$ cat src/hw/rtl/crash_flip_motor_mixer_assert.svh
// Assertion helpers for the crash flip motor mixer.
`ifndef CRASH_FLIP_MOTOR_MIXER_ASSERT_SVH
`define CRASH_FLIP_MOTOR_MIXER_ASSERT_SVH

// Same-cycle property, checked at every clock edge outside reset.
`define CFM_ASSERT(lbl, clk, rst_n, prop, msg) \
  lbl: assert property (@(posedge clk) disable iff (!rst_n) (prop)) else $error(msg);

// Next-cycle implication, checked outside reset.
`define CFM_ASSERT_NEXT(lbl, clk, rst_n, ante, cons, msg) \
  lbl: assert property (@(posedge clk) disable iff (!rst_n) (ante) |=> (cons)) else $error(msg);

`endif

$ cat src/hw/rtl/cfm_pkg.sv
package cfm_pkg;

  // Fixed field widths
  localparam int IN_W       = 12;
  localparam int OUT_W      = 14;
  localparam int DB_W       = 11;
  localparam int DB_SQ_W    = 2 * DB_W;
  localparam int WGT_W      = 24;
  localparam int W_W        = 8;
  localparam int W_FRAC     = 6;
  localparam int FRAC_BITS  = 10;
  localparam int NUM_MOTORS = 4;

  // Datapath widths
  localparam int MAG_W    = IN_W;            // |x| up to 2048
  localparam int SQR_W    = 2 * IN_W - 1;    // x^2 up to 2^22
  localparam int SQ_W     = 2 * IN_W;        // p^2 + r^2 up to 2^23
  localparam int SUM_W    = IN_W + 1;        // |p| + |r| up to 4096
  localparam int SUM2_W   = 2 * IN_W + 1;    // (|p| + |r|)^2 up to 2^24
  localparam int DIAG_W   = SUM2_W + 1;
  localparam int ROOT_W   = SQ_W / 2;
  localparam int REM_W    = ROOT_W + 1;
  localparam int SQRT_PER_STAGE = 3;
  localparam int SQRT_STAGES    = ROOT_W / SQRT_PER_STAGE;
  localparam int MIX_W    = W_W + 2;         // three weights, +-384
  localparam int PROD_W   = ROOT_W + MIX_W + 1;
  localparam int SHIFT_W  = PROD_W - W_FRAC;

  localparam int OUT_MAX = 1 << FRAC_BITS;
  localparam int OUT_MIN = -6 * OUT_MAX;

  localparam int DB_RESET    = 154;
  localparam int DB_SQ_RESET = DB_RESET * DB_RESET;

  localparam int CFG_IDX_W  = 3;
  localparam int CFG_DATA_W = WGT_W;

  typedef enum logic [CFG_IDX_W-1:0] {
    REG_DEADBAND  = 3'd0,
    REG_MOTOR0_W  = 3'd1,
    REG_MOTOR1_W  = 3'd2,
    REG_MOTOR2_W  = 3'd3,
    REG_MOTOR3_W  = 3'd4
  } cfg_reg_e;

  typedef logic signed [OUT_W-1:0] motor_t;

  // Axis decision carried alongside the square root
  typedef struct packed {
    logic             yaw_act;
    logic             pwr_zero;
    logic [MAG_W-1:0] ya;
    logic             act_y;
    logic             act_p;
    logic             act_r;
    logic             neg_y;
    logic             neg_p;
    logic             neg_r;
  } mix_ctl_t;

  typedef struct packed {
    logic [REM_W-1:0]  rem;
    logic [ROOT_W-1:0] root;
  } sqrt_acc_t;

  // One digit of the restoring square root: bring down two radicand bits
  function automatic sqrt_acc_t sqrt_step(input sqrt_acc_t a, input logic [1:0] pair);
    logic [REM_W+1:0] rs;
    logic [REM_W+1:0] trial;
    sqrt_acc_t        r;
    rs    = {a.rem, pair};
    trial = (REM_W + 2)'({a.root, 2'b01});
    if (rs >= trial) begin
      r.rem  = REM_W'(rs - trial);
      r.root = {a.root[ROOT_W-2:0], 1'b1};
    end else begin
      r.rem  = REM_W'(rs);
      r.root = {a.root[ROOT_W-2:0], 1'b0};
    end
    return r;
  endfunction

  // Signed weight times axis sign: +w for a negative deflection, -w otherwise, zero when the axis is inactive
  function automatic logic signed [MIX_W-1:0] wgt_term(input logic act, input logic neg,
                                                       input logic [W_W-1:0] w);
    logic signed [MIX_W-1:0] ws;
    ws = MIX_W'($signed(w));
    if (!act) begin
      return '0;
    end else if (neg) begin
      return ws;
    end else begin
      return -ws;
    end
  endfunction

endpackage

$ cat src/hw/rtl/cfm_if.sv
interface cfm_cfg_if;
  logic                             valid;
  logic                             ready;
  logic [cfm_pkg::CFG_IDX_W-1:0]    index;
  logic [cfm_pkg::CFG_DATA_W-1:0]   data;

  modport source (output valid, output index, output data, input ready);
  modport sink   (input valid, input index, input data, output ready);
endinterface

interface cfm_stick_if;
  logic                             valid;
  logic                             ready;
  logic signed [cfm_pkg::IN_W-1:0]  pitch_deflection;
  logic signed [cfm_pkg::IN_W-1:0]  roll_deflection;
  logic signed [cfm_pkg::IN_W-1:0]  yaw_deflection;

  modport source (output valid, output pitch_deflection, output roll_deflection,
                  output yaw_deflection, input ready);
  modport sink   (input valid, input pitch_deflection, input roll_deflection,
                  input yaw_deflection, output ready);
endinterface

interface cfm_motor_if;
  logic                             valid;
  logic                             ready;
  logic signed [cfm_pkg::OUT_W-1:0] motor0_out;
  logic signed [cfm_pkg::OUT_W-1:0] motor1_out;
  logic signed [cfm_pkg::OUT_W-1:0] motor2_out;
  logic signed [cfm_pkg::OUT_W-1:0] motor3_out;

  modport source (output valid, output motor0_out, output motor1_out,
                  output motor2_out, output motor3_out, input ready);
  modport sink   (input valid, input motor0_out, input motor1_out,
                  input motor2_out, input motor3_out, output ready);
endinterface

$ cat src/hw/rtl/cfm_front.sv
// Stick front end: magnitudes and squares, length and diagonal terms,
// then axis selection and deadband decision. Three stages.
module cfm_front (
  input  logic                                clk_i,
  input  logic                                rst_ni,
  input  logic                                in_valid_i,
  output logic                                in_ready_o,
  input  logic signed [cfm_pkg::IN_W-1:0]     pitch_i,
  input  logic signed [cfm_pkg::IN_W-1:0]     roll_i,
  input  logic signed [cfm_pkg::IN_W-1:0]     yaw_i,
  input  logic [cfm_pkg::DB_W-1:0]            deadband_i,
  input  logic [cfm_pkg::DB_SQ_W-1:0]         deadband_sq_i,
  output logic                                out_valid_o,
  input  logic                                out_ready_i,
  output logic [cfm_pkg::SQ_W-1:0]            sq_o,
  output cfm_pkg::mix_ctl_t                   ctl_o
);

  // Stage A
  logic                           va_q;
  logic [cfm_pkg::MAG_W-1:0]      pa_d, ra_d, ya_d;
  logic signed [cfm_pkg::SQ_W-1:0] pp_d, rr_d;
  logic [cfm_pkg::MAG_W-1:0]      ya_a_q;
  logic                           neg_p_a_q, neg_r_a_q, neg_y_a_q;
  logic                           yaw_act_a_q, r_gt_p_a_q;
  logic [cfm_pkg::SUM_W-1:0]      sum_a_q;
  logic [cfm_pkg::SQR_W-1:0]      p2_a_q, r2_a_q;

  // Stage B
  logic                           vb_q;
  logic [cfm_pkg::SQ_W-1:0]       sq_b_d;
  logic [cfm_pkg::SUM2_W-1:0]     sum2_b_d;
  logic [cfm_pkg::SQ_W-1:0]       sq_b_q;
  logic [cfm_pkg::SUM2_W-1:0]     sum2_b_q;
  logic [cfm_pkg::MAG_W-1:0]      ya_b_q;
  logic                           neg_p_b_q, neg_r_b_q, neg_y_b_q;
  logic                           yaw_act_b_q, r_gt_p_b_q;

  // Stage C
  logic                           vc_q;
  logic [cfm_pkg::DIAG_W-1:0]     lhs_d, rhs_d;
  logic                           off_diag_d;
  cfm_pkg::mix_ctl_t              ctl_c_d, ctl_c_q;
  logic [cfm_pkg::SQ_W-1:0]       sq_c_q;

  logic rdy_a, rdy_b, rdy_c;

  assign rdy_c      = ~vc_q | out_ready_i;
  assign rdy_b      = ~vb_q | rdy_c;
  assign rdy_a      = ~va_q | rdy_b;
  assign in_ready_o = rdy_a;

  // A: magnitudes, signs, squares
  always_comb begin
    pa_d = pitch_i[cfm_pkg::IN_W-1] ? cfm_pkg::MAG_W'(-pitch_i) : cfm_pkg::MAG_W'(pitch_i);
    ra_d = roll_i[cfm_pkg::IN_W-1]  ? cfm_pkg::MAG_W'(-roll_i)  : cfm_pkg::MAG_W'(roll_i);
    ya_d = yaw_i[cfm_pkg::IN_W-1]   ? cfm_pkg::MAG_W'(-yaw_i)   : cfm_pkg::MAG_W'(yaw_i);
    pp_d = pitch_i * pitch_i;
    rr_d = roll_i * roll_i;
  end

  // B: length squared and diagonal sum squared
  always_comb begin
    sq_b_d   = cfm_pkg::SQ_W'(p2_a_q) + cfm_pkg::SQ_W'(r2_a_q);
    sum2_b_d = sum_a_q * sum_a_q;
  end

  // C: off diagonal when 2*(|p|+|r|)^2 < 3*(p^2+r^2), or zero length
  always_comb begin
    lhs_d      = {sum2_b_q, 1'b0};
    rhs_d      = cfm_pkg::DIAG_W'(sq_b_q) + cfm_pkg::DIAG_W'({sq_b_q, 1'b0});
    off_diag_d = (sq_b_q == '0) || (lhs_d < rhs_d);

    ctl_c_d.yaw_act = yaw_act_b_q;
    ctl_c_d.ya      = ya_b_q;
    ctl_c_d.neg_y   = neg_y_b_q;
    ctl_c_d.neg_p   = neg_p_b_q;
    ctl_c_d.neg_r   = neg_r_b_q;
    if (yaw_act_b_q) begin
      ctl_c_d.act_y    = 1'b1;
      ctl_c_d.act_p    = 1'b0;
      ctl_c_d.act_r    = 1'b0;
      ctl_c_d.pwr_zero = (ya_b_q <= cfm_pkg::MAG_W'(deadband_i));
    end else begin
      ctl_c_d.act_y    = 1'b0;
      ctl_c_d.act_p    = ~(off_diag_d & r_gt_p_b_q);
      ctl_c_d.act_r    = ~(off_diag_d & ~r_gt_p_b_q);
      ctl_c_d.pwr_zero = (sq_b_q <= cfm_pkg::SQ_W'(deadband_sq_i));
    end
  end

  always_ff @(posedge clk_i or negedge rst_ni) begin
    if (!rst_ni) begin
      va_q <= 1'b0;
      vb_q <= 1'b0;
      vc_q <= 1'b0;
    end else begin
      if (rdy_a) va_q <= in_valid_i;
      if (rdy_b) vb_q <= va_q;
      if (rdy_c) vc_q <= vb_q;
    end
  end

  always_ff @(posedge clk_i) begin
    if (rdy_a) begin
      ya_a_q      <= ya_d;
      neg_p_a_q   <= pitch_i[cfm_pkg::IN_W-1];
      neg_r_a_q   <= roll_i[cfm_pkg::IN_W-1];
      neg_y_a_q   <= yaw_i[cfm_pkg::IN_W-1];
      yaw_act_a_q <= (ya_d > pa_d) && (ya_d > ra_d);
      r_gt_p_a_q  <= ra_d > pa_d;
      sum_a_q     <= cfm_pkg::SUM_W'(pa_d) + cfm_pkg::SUM_W'(ra_d);
      p2_a_q      <= pp_d[cfm_pkg::SQR_W-1:0];
      r2_a_q      <= rr_d[cfm_pkg::SQR_W-1:0];
    end
    if (rdy_b) begin
      sq_b_q      <= sq_b_d;
      sum2_b_q    <= sum2_b_d;
      ya_b_q      <= ya_a_q;
      neg_p_b_q   <= neg_p_a_q;
      neg_r_b_q   <= neg_r_a_q;
      neg_y_b_q   <= neg_y_a_q;
      yaw_act_b_q <= yaw_act_a_q;
      r_gt_p_b_q  <= r_gt_p_a_q;
    end
    if (rdy_c) begin
      sq_c_q  <= sq_b_q;
      ctl_c_q <= ctl_c_d;
    end
  end

  assign out_valid_o = vc_q;
  assign sq_o        = sq_c_q;
  assign ctl_o       = ctl_c_q;

endmodule

$ cat src/hw/rtl/cfm_sqrt.sv
// Pipelined floor square root, three root digits per stage.
module cfm_sqrt (
  input  logic                          clk_i,
  input  logic                          rst_ni,
  input  logic                          in_valid_i,
  output logic                          in_ready_o,
  input  logic [cfm_pkg::SQ_W-1:0]      sq_i,
  input  cfm_pkg::mix_ctl_t             ctl_i,
  output logic                          out_valid_o,
  input  logic                          out_ready_i,
  output logic [cfm_pkg::ROOT_W-1:0]    root_o,
  output cfm_pkg::mix_ctl_t             ctl_o
);

  localparam int NS = cfm_pkg::SQRT_STAGES;
  localparam int PS = cfm_pkg::SQRT_PER_STAGE;

  logic                         v_q    [NS];
  logic                         rdy    [NS];
  logic [cfm_pkg::ROOT_W-1:0]   root_q [NS];
  cfm_pkg::mix_ctl_t            ctl_q  [NS];
  logic [cfm_pkg::REM_W-1:0]    rem_q  [NS-1];
  logic [cfm_pkg::SQ_W-1:0]     x_q    [NS-1];

  for (genvar s = 0; s < NS; s++) begin : g_stage
    logic                       v_in;
    logic                       rdy_nxt;
    cfm_pkg::sqrt_acc_t         acc_in;
    cfm_pkg::sqrt_acc_t         acc_d;
    logic [cfm_pkg::SQ_W-1:0]   x_in;
    cfm_pkg::mix_ctl_t          ctl_in;

    if (s == 0) begin : g_first
      assign v_in        = in_valid_i;
      assign acc_in      = '0;
      assign x_in        = sq_i;
      assign ctl_in      = ctl_i;
      assign in_ready_o  = rdy[0];
    end else begin : g_mid
      assign v_in        = v_q[s-1];
      assign acc_in.rem  = rem_q[s-1];
      assign acc_in.root = root_q[s-1];
      assign x_in        = x_q[s-1];
      assign ctl_in      = ctl_q[s-1];
    end

    if (s == NS - 1) begin : g_last
      assign rdy_nxt = out_ready_i;
    end else begin : g_next
      assign rdy_nxt = rdy[s+1];
      always_ff @(posedge clk_i) begin
        if (rdy[s]) begin
          rem_q[s] <= acc_d.rem;
          x_q[s]   <= x_in;
        end
      end
    end

    assign rdy[s] = ~v_q[s] | rdy_nxt;

    always_comb begin
      acc_d = acc_in;
      for (int j = 0; j < PS; j++) begin
        acc_d = cfm_pkg::sqrt_step(acc_d, x_in[cfm_pkg::SQ_W-1-2*(s*PS+j) -: 2]);
      end
    end

    always_ff @(posedge clk_i or negedge rst_ni) begin
      if (!rst_ni) begin
        v_q[s] <= 1'b0;
      end else if (rdy[s]) begin
        v_q[s] <= v_in;
      end
    end

    always_ff @(posedge clk_i) begin
      if (rdy[s]) begin
        root_q[s] <= acc_d.root;
        ctl_q[s]  <= ctl_in;
      end
    end
  end

  assign out_valid_o = v_q[NS-1];
  assign root_o      = root_q[NS-1];
  assign ctl_o       = ctl_q[NS-1];

endmodule

$ cat src/hw/rtl/cfm_mix.sv
// Motor mix: power and weight sums, product, floor shift and clamp.
module cfm_mix (
  input  logic                          clk_i,
  input  logic                          rst_ni,
  input  logic                          in_valid_i,
  output logic                          in_ready_o,
  input  logic [cfm_pkg::ROOT_W-1:0]    root_i,
  input  cfm_pkg::mix_ctl_t             ctl_i,
  input  logic [cfm_pkg::WGT_W-1:0]     weights_i [cfm_pkg::NUM_MOTORS],
  output logic                          out_valid_o,
  input  logic                          out_ready_i,
  output cfm_pkg::motor_t               motor_o [cfm_pkg::NUM_MOTORS]
);

  localparam int NM = cfm_pkg::NUM_MOTORS;

  logic                               v1_q, v2_q, v3_q;
  logic                               rdy1, rdy2, rdy3;
  logic [cfm_pkg::ROOT_W-1:0]         power_d, power_q;
  logic signed [cfm_pkg::MIX_W-1:0]   mix_d  [NM];
  logic signed [cfm_pkg::MIX_W-1:0]   mix_q  [NM];
  logic signed [cfm_pkg::PROD_W-1:0]  prod_d [NM];
  logic signed [cfm_pkg::PROD_W-1:0]  prod_q [NM];
  logic signed [cfm_pkg::SHIFT_W-1:0] sh     [NM];
  cfm_pkg::motor_t                    out_d  [NM];
  cfm_pkg::motor_t                    out_q  [NM];

  assign rdy3       = ~v3_q | out_ready_i;
  assign rdy2       = ~v2_q | rdy3;
  assign rdy1       = ~v1_q | rdy2;
  assign in_ready_o = rdy1;

  always_comb begin
    if (ctl_i.pwr_zero) begin
      power_d = '0;
    end else if (ctl_i.yaw_act) begin
      power_d = ctl_i.ya;
    end else begin
      power_d = root_i;
    end
    for (int m = 0; m < NM; m++) begin
      // weights: yaw [7:0], pitch [15:8], roll [23:16]
      mix_d[m] = cfm_pkg::wgt_term(ctl_i.act_y, ctl_i.neg_y, weights_i[m][7:0])
               + cfm_pkg::wgt_term(ctl_i.act_p, ctl_i.neg_p, weights_i[m][15:8])
               + cfm_pkg::wgt_term(ctl_i.act_r, ctl_i.neg_r, weights_i[m][23:16]);
    end
  end

  always_comb begin
    for (int m = 0; m < NM; m++) begin
      prod_d[m] = $signed({1'b0, power_q}) * mix_q[m];
    end
  end

  // Q16 -> Q10 by flooring, then clamp
  always_comb begin
    for (int m = 0; m < NM; m++) begin
      sh[m] = prod_q[m][cfm_pkg::PROD_W-1:cfm_pkg::W_FRAC];
      if (sh[m] > cfm_pkg::OUT_MAX) begin
        out_d[m] = cfm_pkg::OUT_W'(cfm_pkg::OUT_MAX);
      end else if (sh[m] < cfm_pkg::OUT_MIN) begin
        out_d[m] = cfm_pkg::OUT_W'(cfm_pkg::OUT_MIN);
      end else begin
        out_d[m] = sh[m][cfm_pkg::OUT_W-1:0];
      end
    end
  end

  always_ff @(posedge clk_i or negedge rst_ni) begin
    if (!rst_ni) begin
      v1_q <= 1'b0;
      v2_q <= 1'b0;
      v3_q <= 1'b0;
    end else begin
      if (rdy1) v1_q <= in_valid_i;
      if (rdy2) v2_q <= v1_q;
      if (rdy3) v3_q <= v2_q;
    end
  end

  always_ff @(posedge clk_i) begin
    if (rdy1) begin
      power_q <= power_d;
      mix_q   <= mix_d;
    end
    if (rdy2) prod_q <= prod_d;
    if (rdy3) out_q  <= out_d;
  end

  assign out_valid_o = v3_q;
  assign motor_o     = out_q;

endmodule

$ cat src/hw/rtl/crash_flip_motor_mixer.sv
// Crash flip motor mixer.
// stick_i (sink): one word of signed Q1.10 pitch, roll and yaw deflections.
// motor_o (source): one word of four signed Q10 motor drive fractions,
//   each clamped to at most 1.0 and saturated at -6.0.
// cfg_i (sink): register writes, index 0 deadband, 1..4 motor weights;
//   always ready, unknown indexes ignored. Write only while the mixer is idle.
// Pipeline: 3 front-end stages, 4 square-root stages at 3 root bits each, 3 mix stages.
// Throughput: one word per cycle while motor_o is ready; every stage has its own valid bit and
//   advances when empty or when its successor moves, so bubbles collapse.
// Stall: a held motor word freezes only the stages behind it; stick_i keeps
//   accepting until every stage is full. Nothing is dropped or repeated.
// Reset: all valid bits clear, deadband returns to 154, weights to zero.
module crash_flip_motor_mixer (
  input logic         clk_i,
  input logic         rst_ni,
  cfm_cfg_if.sink     cfg_i,
  cfm_stick_if.sink   stick_i,
  cfm_motor_if.source motor_o
);

  `include "crash_flip_motor_mixer_assert.svh"

  localparam int NM = cfm_pkg::NUM_MOTORS;

  // Config registers; deadband square cached for the length test
  logic [cfm_pkg::DB_W-1:0]     db_q;
  logic [cfm_pkg::DB_SQ_W-1:0]  db_sq_q;
  logic [cfm_pkg::WGT_W-1:0]    wgt_q [NM];

  // Front end -> square root
  logic                         fe_valid, fe_ready;
  logic [cfm_pkg::SQ_W-1:0]     fe_sq;
  cfm_pkg::mix_ctl_t            fe_ctl;

  // Square root -> mix
  logic                         sr_valid, sr_ready;
  logic [cfm_pkg::ROOT_W-1:0]   sr_root;
  cfm_pkg::mix_ctl_t            sr_ctl;

  cfm_pkg::motor_t              motors [NM];
  logic                         out_in_range;

  assign cfg_i.ready = 1'b1;

  always_ff @(posedge clk_i or negedge rst_ni) begin
    if (!rst_ni) begin
      db_q    <= cfm_pkg::DB_W'(cfm_pkg::DB_RESET);
      db_sq_q <= cfm_pkg::DB_SQ_W'(cfm_pkg::DB_SQ_RESET);
      wgt_q   <= '{default: '0};
    end else if (cfg_i.valid && cfg_i.ready) begin
      case (cfg_i.index)
        cfm_pkg::REG_DEADBAND: begin
          db_q    <= cfg_i.data[cfm_pkg::DB_W-1:0];
          db_sq_q <= cfg_i.data[cfm_pkg::DB_W-1:0] * cfg_i.data[cfm_pkg::DB_W-1:0];
        end
        cfm_pkg::REG_MOTOR0_W: wgt_q[0] <= cfg_i.data;
        cfm_pkg::REG_MOTOR1_W: wgt_q[1] <= cfg_i.data;
        cfm_pkg::REG_MOTOR2_W: wgt_q[2] <= cfg_i.data;
        cfm_pkg::REG_MOTOR3_W: wgt_q[3] <= cfg_i.data;
        default: ;
      endcase
    end
  end

  cfm_front u_front (
    .clk_i         (clk_i),
    .rst_ni        (rst_ni),
    .in_valid_i    (stick_i.valid),
    .in_ready_o    (stick_i.ready),
    .pitch_i       (stick_i.pitch_deflection),
    .roll_i        (stick_i.roll_deflection),
    .yaw_i         (stick_i.yaw_deflection),
    .deadband_i    (db_q),
    .deadband_sq_i (db_sq_q),
    .out_valid_o   (fe_valid),
    .out_ready_i   (fe_ready),
    .sq_o          (fe_sq),
    .ctl_o         (fe_ctl)
  );

  cfm_sqrt u_sqrt (
    .clk_i       (clk_i),
    .rst_ni      (rst_ni),
    .in_valid_i  (fe_valid),
    .in_ready_o  (fe_ready),
    .sq_i        (fe_sq),
    .ctl_i       (fe_ctl),
    .out_valid_o (sr_valid),
    .out_ready_i (sr_ready),
    .root_o      (sr_root),
    .ctl_o       (sr_ctl)
  );

  cfm_mix u_mix (
    .clk_i       (clk_i),
    .rst_ni      (rst_ni),
    .in_valid_i  (sr_valid),
    .in_ready_o  (sr_ready),
    .root_i      (sr_root),
    .ctl_i       (sr_ctl),
    .weights_i   (wgt_q),
    .out_valid_o (motor_o.valid),
    .out_ready_i (motor_o.ready),
    .motor_o     (motors)
  );

  assign motor_o.motor0_out = motors[0];
  assign motor_o.motor1_out = motors[1];
  assign motor_o.motor2_out = motors[2];
  assign motor_o.motor3_out = motors[3];

  always_comb begin
    out_in_range = 1'b1;
    for (int m = 0; m < NM; m++) begin
      if (motors[m] > cfm_pkg::OUT_MAX || motors[m] < cfm_pkg::OUT_MIN) begin
        out_in_range = 1'b0;
      end
    end
  end

  // Clamp stage must keep every drive within [-6.0, 1.0]
  `CFM_ASSERT(a_out_range, clk_i, rst_ni, !motor_o.valid || out_in_range, "motor drive out of range")

  // With the sink ready, every stage drains, so the stick side must be ready
  `CFM_ASSERT(a_flow_ready, clk_i, rst_ni, !motor_o.ready || stick_i.ready, "stick stalled with open sink")

  // Cached deadband square follows a deadband write
  `CFM_ASSERT_NEXT(a_db_sq, clk_i, rst_ni, cfg_i.valid && cfg_i.ready && cfg_i.index == cfm_pkg::REG_DEADBAND, db_sq_q == cfm_pkg::DB_SQ_W'(db_q) * cfm_pkg::DB_SQ_W'(db_q), "deadband square stale")

endmodule
$ cat src/flat_wrapper.sv
// flat-port wrapper written by rule: the top's interface ports become plain ports
module crash_flip_motor_mixer_flat 
  (clk_i, rst_ni, cfg_i_valid, cfg_i_index, cfg_i_data, cfg_i_ready, stick_i_valid, stick_i_pitch_deflection, stick_i_roll_deflection, stick_i_yaw_deflection, stick_i_ready, motor_o_valid, motor_o_motor0_out, motor_o_motor1_out, motor_o_motor2_out, motor_o_motor3_out, motor_o_ready);
  cfm_cfg_if cfg_i_i ();
  cfm_stick_if stick_i_i ();
  cfm_motor_if motor_o_i ();
  input logic clk_i;
  input logic rst_ni;
  input wire logic [$bits(cfg_i_i.valid)-1:0] cfg_i_valid;
  input wire logic [$bits(cfg_i_i.index)-1:0] cfg_i_index;
  input wire logic [$bits(cfg_i_i.data)-1:0] cfg_i_data;
  output wire logic [$bits(cfg_i_i.ready)-1:0] cfg_i_ready;
  input wire logic [$bits(stick_i_i.valid)-1:0] stick_i_valid;
  input wire logic [$bits(stick_i_i.pitch_deflection)-1:0] stick_i_pitch_deflection;
  input wire logic [$bits(stick_i_i.roll_deflection)-1:0] stick_i_roll_deflection;
  input wire logic [$bits(stick_i_i.yaw_deflection)-1:0] stick_i_yaw_deflection;
  output wire logic [$bits(stick_i_i.ready)-1:0] stick_i_ready;
  output wire logic [$bits(motor_o_i.valid)-1:0] motor_o_valid;
  output wire logic [$bits(motor_o_i.motor0_out)-1:0] motor_o_motor0_out;
  output wire logic [$bits(motor_o_i.motor1_out)-1:0] motor_o_motor1_out;
  output wire logic [$bits(motor_o_i.motor2_out)-1:0] motor_o_motor2_out;
  output wire logic [$bits(motor_o_i.motor3_out)-1:0] motor_o_motor3_out;
  input wire logic [$bits(motor_o_i.ready)-1:0] motor_o_ready;
  assign cfg_i_i.valid = cfg_i_valid;
  assign cfg_i_i.index = cfg_i_index;
  assign cfg_i_i.data = cfg_i_data;
  assign cfg_i_ready = cfg_i_i.ready;
  assign stick_i_i.valid = stick_i_valid;
  assign stick_i_i.pitch_deflection = stick_i_pitch_deflection;
  assign stick_i_i.roll_deflection = stick_i_roll_deflection;
  assign stick_i_i.yaw_deflection = stick_i_yaw_deflection;
  assign stick_i_ready = stick_i_i.ready;
  assign motor_o_valid = motor_o_i.valid;
  assign motor_o_motor0_out = motor_o_i.motor0_out;
  assign motor_o_motor1_out = motor_o_i.motor1_out;
  assign motor_o_motor2_out = motor_o_i.motor2_out;
  assign motor_o_motor3_out = motor_o_i.motor3_out;
  assign motor_o_i.ready = motor_o_ready;
  crash_flip_motor_mixer u_core (.clk_i(clk_i), .rst_ni(rst_ni), .cfg_i(cfg_i_i), .stick_i(stick_i_i), .motor_o(motor_o_i));
endmodule
$ cat config.mk
export PLATFORM = sky130hd
export DESIGN_NAME = crash_flip_motor_mixer_flat
export DESIGN_NICKNAME = d
export VERILOG_FILES = /design/src/hw/rtl/cfm_pkg.sv /design/src/hw/rtl/cfm_if.sv /design/src/hw/rtl/cfm_front.sv /design/src/hw/rtl/cfm_sqrt.sv /design/src/hw/rtl/cfm_mix.sv /design/src/hw/rtl/crash_flip_motor_mixer.sv /design/src/flat_wrapper.sv
export VERILOG_INCLUDE_DIRS = /design/src /design/src/hw/rtl
export SDC_FILE = /design/constraint.sdc
export NUM_CORES = 2
export LEC_CHECK = 0
export ABC_CLOCK_PERIOD_IN_PS = 11500
export BUFFER_PORTS_ARGS = -buffer_cell sky130_fd_sc_hd__clkbuf_2
export CORE_MARGIN = 2
export CORE_UTILIZATION = 40
export CTS_CLUSTER_SIZE = 14
export DETAILED_ROUTE_END_ITERATION = 16
export SKIP_CTS_REPAIR_TIMING = 1
export SYNTH_ARGS = -nofsm -noshare
export SYNTH_HDL_FRONTEND = slang
export SYNTH_HIERARCHICAL = 1
export SYNTH_SLANG_ARGS = --single-unit
$ cat constraint.sdc
create_clock -name clk_i -period 11.5 [get_ports clk_i]
set_input_delay 0.575 -clock clk_i [delete_from_list [all_inputs] [get_ports clk_i]]
set_output_delay 0.575 -clock clk_i [all_outputs]
set_load 0.02 [all_outputs]
-- Word-level counts from Yosys, hierarchy flattened
Memories as Yosys holds them, arrays and structs flattened.
Index checks and enable logic that the tools add are counted.
- $add $sub $neg: 37
- multiply operators: 8
- order comparisons: 26
- equality and inequality tests: 4
- muxes and demuxes: 54
- bitwise logic cells: 25
- reductions and logical operators: 13
- operator list (operator ; number):
    25-bit two-way mux ; 11
    10-bit two-way mux ; 24
    15-bit by 14-bit greater-or-equal comparator with 1-bit output ; 11
    13-bit subtractor ; 10
    8-bit negator with 10-bit output ; 12
    13-bit by 10-bit multiplier with 23-bit output ; 4
    10-bit adder ; 8
    17-bit by 12-bit > comparator with 1-bit output, second input constant ; 4
    17-bit by 14-bit < comparator with 1-bit output, second input constant ; 4
    14-bit two-way mux ; 4
    12-bit two-way mux ; 4
    12-bit by 12-bit multiplier with 23-bit output ; 2
    12-bit > comparator ; 3
    12-bit negator ; 3
    24-bit by 25-bit adder with 26-bit output ; 1
    26-bit < comparator ; 1
    13-bit by 13-bit multiplier with 25-bit output ; 1
    23-bit by 23-bit adder with 24-bit output ; 1
    24-bit by 22-bit less-or-equal comparator with 1-bit output ; 1
    24-bit zero test ; 1
    11-bit by 11-bit multiplier with 22-bit output ; 1
    12-bit by 12-bit adder with 13-bit output ; 1
    1-bit inverter ; 13
    12-bit by 11-bit less-or-equal comparator with 1-bit output ; 1
    14 further kinds ; 41
- register bits after elaboration: 525
- RAM bits: 239
- input bits: 68
- output and inout bits: 59
- memories: 4
- memories (name ; words ; bits a word ; read ports ; clocked after memory_dff ; write ports ; line ; source):
    u_core.u_sqrt.ctl_q ; 4 ; 20 ; 4 ; 0 ; 4 ; cfm_sqrt.sv:21 ; cfm_pkg::mix_ctl_t ctl_q [NS];
    u_core.u_sqrt.x_q ; 3 ; 24 ; 3 ; 0 ; 3 ; cfm_sqrt.sv:23 ; logic [cfm_pkg::SQ_W-1:0] x_q [NS-1];
    u_core.u_sqrt.root_q ; 4 ; 12 ; 4 ; 0 ; 4 ; cfm_sqrt.sv:20 ; logic [cfm_pkg::ROOT_W-1:0] root_q [NS];
    u_core.u_sqrt.rem_q ; 3 ; 13 ; 3 ; 0 ; 3 ; cfm_sqrt.sv:22 ; logic [cfm_pkg::REM_W-1:0] rem_q [NS-1];

-- Depth between registers and ports, before layout
- depth after elaboration: 11
- gate-level depth with buffers: 31
- gate-level depth less buffers: 29

-- Cells and area by module
Netlist, hierarchy kept.
- modules (own cells, without submodules) (module ; times used ; cells each ; area each (um2) ; sequential area each (um2)):
    cfm_mix ; 1 ; 2874 ; 26730.6 ; 5360.1
    cfm_front ; 1 ; 2622 ; 25593.3 ; 5540.3
    cfm_sqrt ; 1 ; 1041 ; 11380.9 ; 5655.4
    crash_flip_motor_mixer ; 1 ; 731 ; 8120.3 ; 3191.8

-- Least setup slack after synthesis
OpenSTA, ideal clock, no wires.
- kind: input to register
- start: input motor_o_ready
- end: register u_core.u_front.neg_p_a_q (enable)
- library setup time: 1178 ps
- arrival time: 7439 ps
- required time: 10322 ps
- setup slack: 2883 ps
- stages: 4
- path through: nand4b_1 -> nor2b_1 -> nand4_1 -> nand4b_1
- word-level cells in the longest chain between the ends: 10
- ends and longest elaborated chain (item ; line ; source):
    start, declared ; flat_wrapper.sv:23 ; input wire logic [$bits(motor_o_i.ready)-1:0] motor_o_ready;
    1-bit OR ; cfm_mix.sv:28 ; assign rdy3 = ~v3_q | out_ready_i;
    1-bit OR ; cfm_mix.sv:29 ; assign rdy2 = ~v2_q | rdy3;
    1-bit OR ; cfm_mix.sv:30 ; assign rdy1 = ~v1_q | rdy2;
    1-bit OR (4 in series) ; cfm_sqrt.sv:59 ; assign rdy[s] = ~v_q[s] | rdy_nxt;
    named net u_core.fe_ready ; crash_flip_motor_mixer.sv:31 ; logic fe_valid, fe_ready;
    1-bit OR ; cfm_front.sv:48 ; assign rdy_c = ~vc_q | out_ready_i;
    1-bit OR ; cfm_front.sv:49 ; assign rdy_b = ~vb_q | rdy_c;
    1-bit OR ; cfm_front.sv:50 ; assign rdy_a = ~va_q | rdy_b;
    named net stick_i_ready ; flat_wrapper.sv:17 ; output wire logic [$bits(stick_i_i.ready)-1:0] stick_i_ready;
    end signal, assigned ; cfm_front.sv:107 ; neg_p_a_q <= pitch_i[cfm_pkg::IN_W-1];
    end, declared ; cfm_front.sv:24 ; logic neg_p_a_q, neg_r_a_q, neg_y_a_q;
The timed path passes the listed nets, and every way through them passes these cells.
A chain may end at the register's enable or synchronous reset.

==> results.cfg <==
[outcome]
status = finished, final reports clean

[cells_and_area]
fin_nets = 8910
layoutNonFillerInstCount = 9717
synthToLayoutAreaGrowth_pct = 8.00
fin_area_um2 = 77600
final_util_pct = 43.5
drive_gt1_share_pct = 6.62

[die]
die_w_um = 428
dieArea_um2 = 183000
placeableCoreArea_um2 = 178000
std_cell_rows = 155
ioPinCount = 127
start_util_pct = 40.3
die_h_um = 428

[critical_path]
crit_type = reg -> reg
crit_cells = 27
crit_start = u_core/u_sqrt/root_q[1][5]$_DFFE_PP_
regToRegSetupSlack_ns = 3.70
cpMostUsedCell = nor2_1
path_buf_inv = 4
timing.rr.end = u_core/u_sqrt/rem_q[0][34]$_DFFE_PP_
start_kind = flop
cp_top_family = simple AND/OR/NAND/NOR gates
critPathCaptureType = flop
crit_arrival_ns = 8.24
crit_end = u_core/u_sqrt/rem_q[0][34]$_DFFE_PP_
worstRegToRegCells = 27
max_stage_delay_ns = 0.81
r2r-start = u_core/u_sqrt/root_q[1][5]$_DFFE_PP_
critPathRequiredTime_ns = 11.94
path_max_fanout = 18
crit_path_top_delay_cell = nor4_4

[clock_network]
htree_levels = 3
root_buffer = clkbuf_16
numCtsBuffers = 82
cts.clk_slew.worst_paths_ns = 0.06
tritoncts = yes
clock_latency_ns = 0.70
cts.path.max_buffers = 3
clock-sinks = 680

[job]
maxCapViolations = 0

[logic_synthesis]
yosysMostFrequentCell = inv_1
synth_ff_type = edfxtp_1
synthTopCellsByCount = 1377 x inv_1, 792 x ha_1, 757 x fa_1, 675 x nand2_1, 543 x edfxtp_1
yosys.area.top_type_share_pct = 22.7
synth_cell_type_count = 113
synthCells = 7268
yosysSeqAreaShare_pct = 27.5
synthTopCellsByArea = edfxtp_1 23%, fa_1 21%, ha_1 14%, inv_1 7.2%, dfrtp_1 4.4%
synth_edf_count = 543
synth_seq_cells = 680
synth_nets = 8885
async_reset_ff_share_pct = 20.1
yosys_warnings = 6
synth_area_per_cell_um2 = 9.88
yosys.area.top_type = edfxtp_1
syn_area_um2 = 71800

[placed_design]
postPlaceCellArea_um2 = 74800
port-buffer-count = 125
place_inst = 9563
gp_congestion = 0.887
dpl.hpwl_mm = 124

[sta]
skew_ns = 0.0559
finalCritPeriodShare_pct = 67.8
max_freq_mhz = 128
rsz0062_at_grt = no
setup_viol = 0
fin_crit_ns = 7.80
drv_slew = 0
slew_headroom_pct = 25.5
tns_ns = 0
worst_pin_slew_ns = 1.12
hold_viol = 0

[global_routing]
overflow = 0
antenna_found_initial = 2
grt_first_pass_wirelength_mm = 259
track_usage_pct = 17.5
grt_pass1_vias = 50231
grt_max_degree = 80

[drt]
via_per_inst = 5.03
drt-initial-drc-count = 2212
wl_per_cell_um = 16.1
drtAntennaViolNets = 0
dr_total_vias = 48854
routed_wl_mm = 156
drt-pass1-iter-count = 5
drc = 0

[worst_hold_path]
hold_class = in -> reg
## sequential cells by signal (all words and copies together) (netlist names), 3 cells and up
signal	count
u_core/wgt_q	96
u_core/u_sqrt/ctl_q	80
u_core/u_mix/prod_q	68
u_core/u_mix/motor_o	56
u_core/u_mix/mix_q	40
u_core/u_sqrt/rem_q	39
u_core/u_sqrt/x_q	36
u_core/u_sqrt/root_q	30
u_core/u_front/sq_b_q	24
u_core/u_front/sq_o	24
u_core/u_front/sum2_b_q	24
u_core/u_front/p2_a_q	22
u_core/u_front/r2_a_q	22
u_core/db_sq_q	20
u_core/u_front/ctl_o	19
u_core/u_front/sum_a_q	13
u_core/u_front/ya_a_q	12
u_core/u_front/ya_b_q	12
u_core/u_mix/power_q	12
u_core/db_q	11
u_core/u_sqrt/g_stage.v_in	3
## cell usage in the layout (no fill, tap or decap), types with 21 or more instances in the layout
cell	Yosys	routed
a31oi_1	39	39
nand2_1	675	674
and3_1	28	28
nand2b_1	87	85
inv_1	1377	1377
xnor2_1	252	252
nand4_1	49	49
mux2_2	105	105
or3_1	21	21
a211oi_1	32	32
a21oi_1	263	263
nor4_1	31	31
buf_4	4	38
clkinv_1	6	25
edfxtp_1	543	543
nand3_1	75	74
fa_1	757	757
o21a_1	35	35
mux2_1	21	21
dfrtp_1	126	126
clkbuf_2	0	124
xor2_1	140	140
nor2_1	335	334
o21ai_1	38	38
clkbuf_16	0	84
ha_1	792	792
o21bai_1	35	35
mux2i_1	26	26
and2_1	382	382
nor3_1	107	107
a21o_1	93	93
o21ai_0	163	163
nor2b_1	75	75
## how the worst min path moves through the flow
stage | startpoint | cells past startpoint | to
after detailed placement | u_core/u_front/neg_y_a_q$_DFFE_PP_ | 0 | u_core/u_front/neg_y_b_q$_DFFE_PP_
after global routing | stick_i_yaw_deflection[0] | 1 | u_core/u_front/ya_a_q[0]$_DFFE_PP_
after global placement | u_core/u_front/sq_o[15]$_DFFE_PP_ | 0 | u_core/u_sqrt/x_q[0][15]$_DFFE_PP_
after floorplan | rst_ni | 0 | u_core/db_q[0]$_DFFE_PN0P_
final | stick_i_yaw_deflection[0] | 1 | u_core/u_front/ya_a_q[0]$_DFFE_PP_
after CTS | rst_ni | 1 | u_core/wgt_q[67]$_DFFE_PN0P_
## logic make-up after synthesis
| family | count (synthesis) | synth area share, % |
|---|---|---|
| adders and majority gates | 1549 | 34.9 |
| buffers and inverters | 1610 | 8.47 |
| other | 3 | 0.0157 |
| xor gates and xnor gates | 392 | 4.78 |
| AOI/OAI and AO/OA | 914 | 8.31 |
| muxes | 153 | 2.36 |
| and+or+nand+nor | 1967 | 13.7 |
| DFF | 680 | 27.5 |
## final cells by class
class | instances | area [um^2]
Antenna cell | 1 | 2.50
Multi-Input combinational cell | 4978 | 46000
Fill cell | 17099 | 101000
Timing Repair Buffer | 164 | 927
Clock buffer | 100 | 2170
Inverter | 1387 | 5210
Tap cell | 2355 | 2950
Sequential cell | 680 | 19700
Clock inverter | 52 | 561
## worst reg2reg max path: stages, from the launching register on
cell	delay, ns
edfxtp_1	0.34
inv_1	0.13
ha_1	0.26
or3_1	0.33
or3_4	0.40
nor2_1	0.28
nand2_1	0.36
inv_1	0.31
nor2_1	0.08
nor2_1	0.15
ha_1	0.26
nand4_1	0.18
or2_2	0.36
or3b_2	0.47
a32oi_1	0.29
nor4b_2	0.14
nand3_4	0.21
inv_2	0.12
o21ai_0	0.32
ha_1	0.36
and2_1	0.20
nand4_1	0.13
nor2_1	0.08
and4_1	0.19
a311o_1	0.37
nor4_4	0.82
inv_2	0.10
mux2_4	0.32
## layer usage
metal	track usage, %	share of wire, %
met5	0	0
met4	5.68	3.1
met3	1.68	3.2
met2	31.1	50
met1	22.3	44
## metrics by stage
| step | hold slack (ns) | setup slack [ns] |
|---|---|---|
| floorplan | 0.279 | 2.88 |
| global placement | 0.401 | 3.77 |
| detailed placement | 0.405 | 3.68 |
| CTS | -0.108 | 3.66 |
| global route | 0.152 | 3.10 |
| finish | 0.166 | 3.70 |
Power is left out: the tool's default activity adds up to more than one toggle a clock period on the data nets, which glitch-free logic cannot reach.
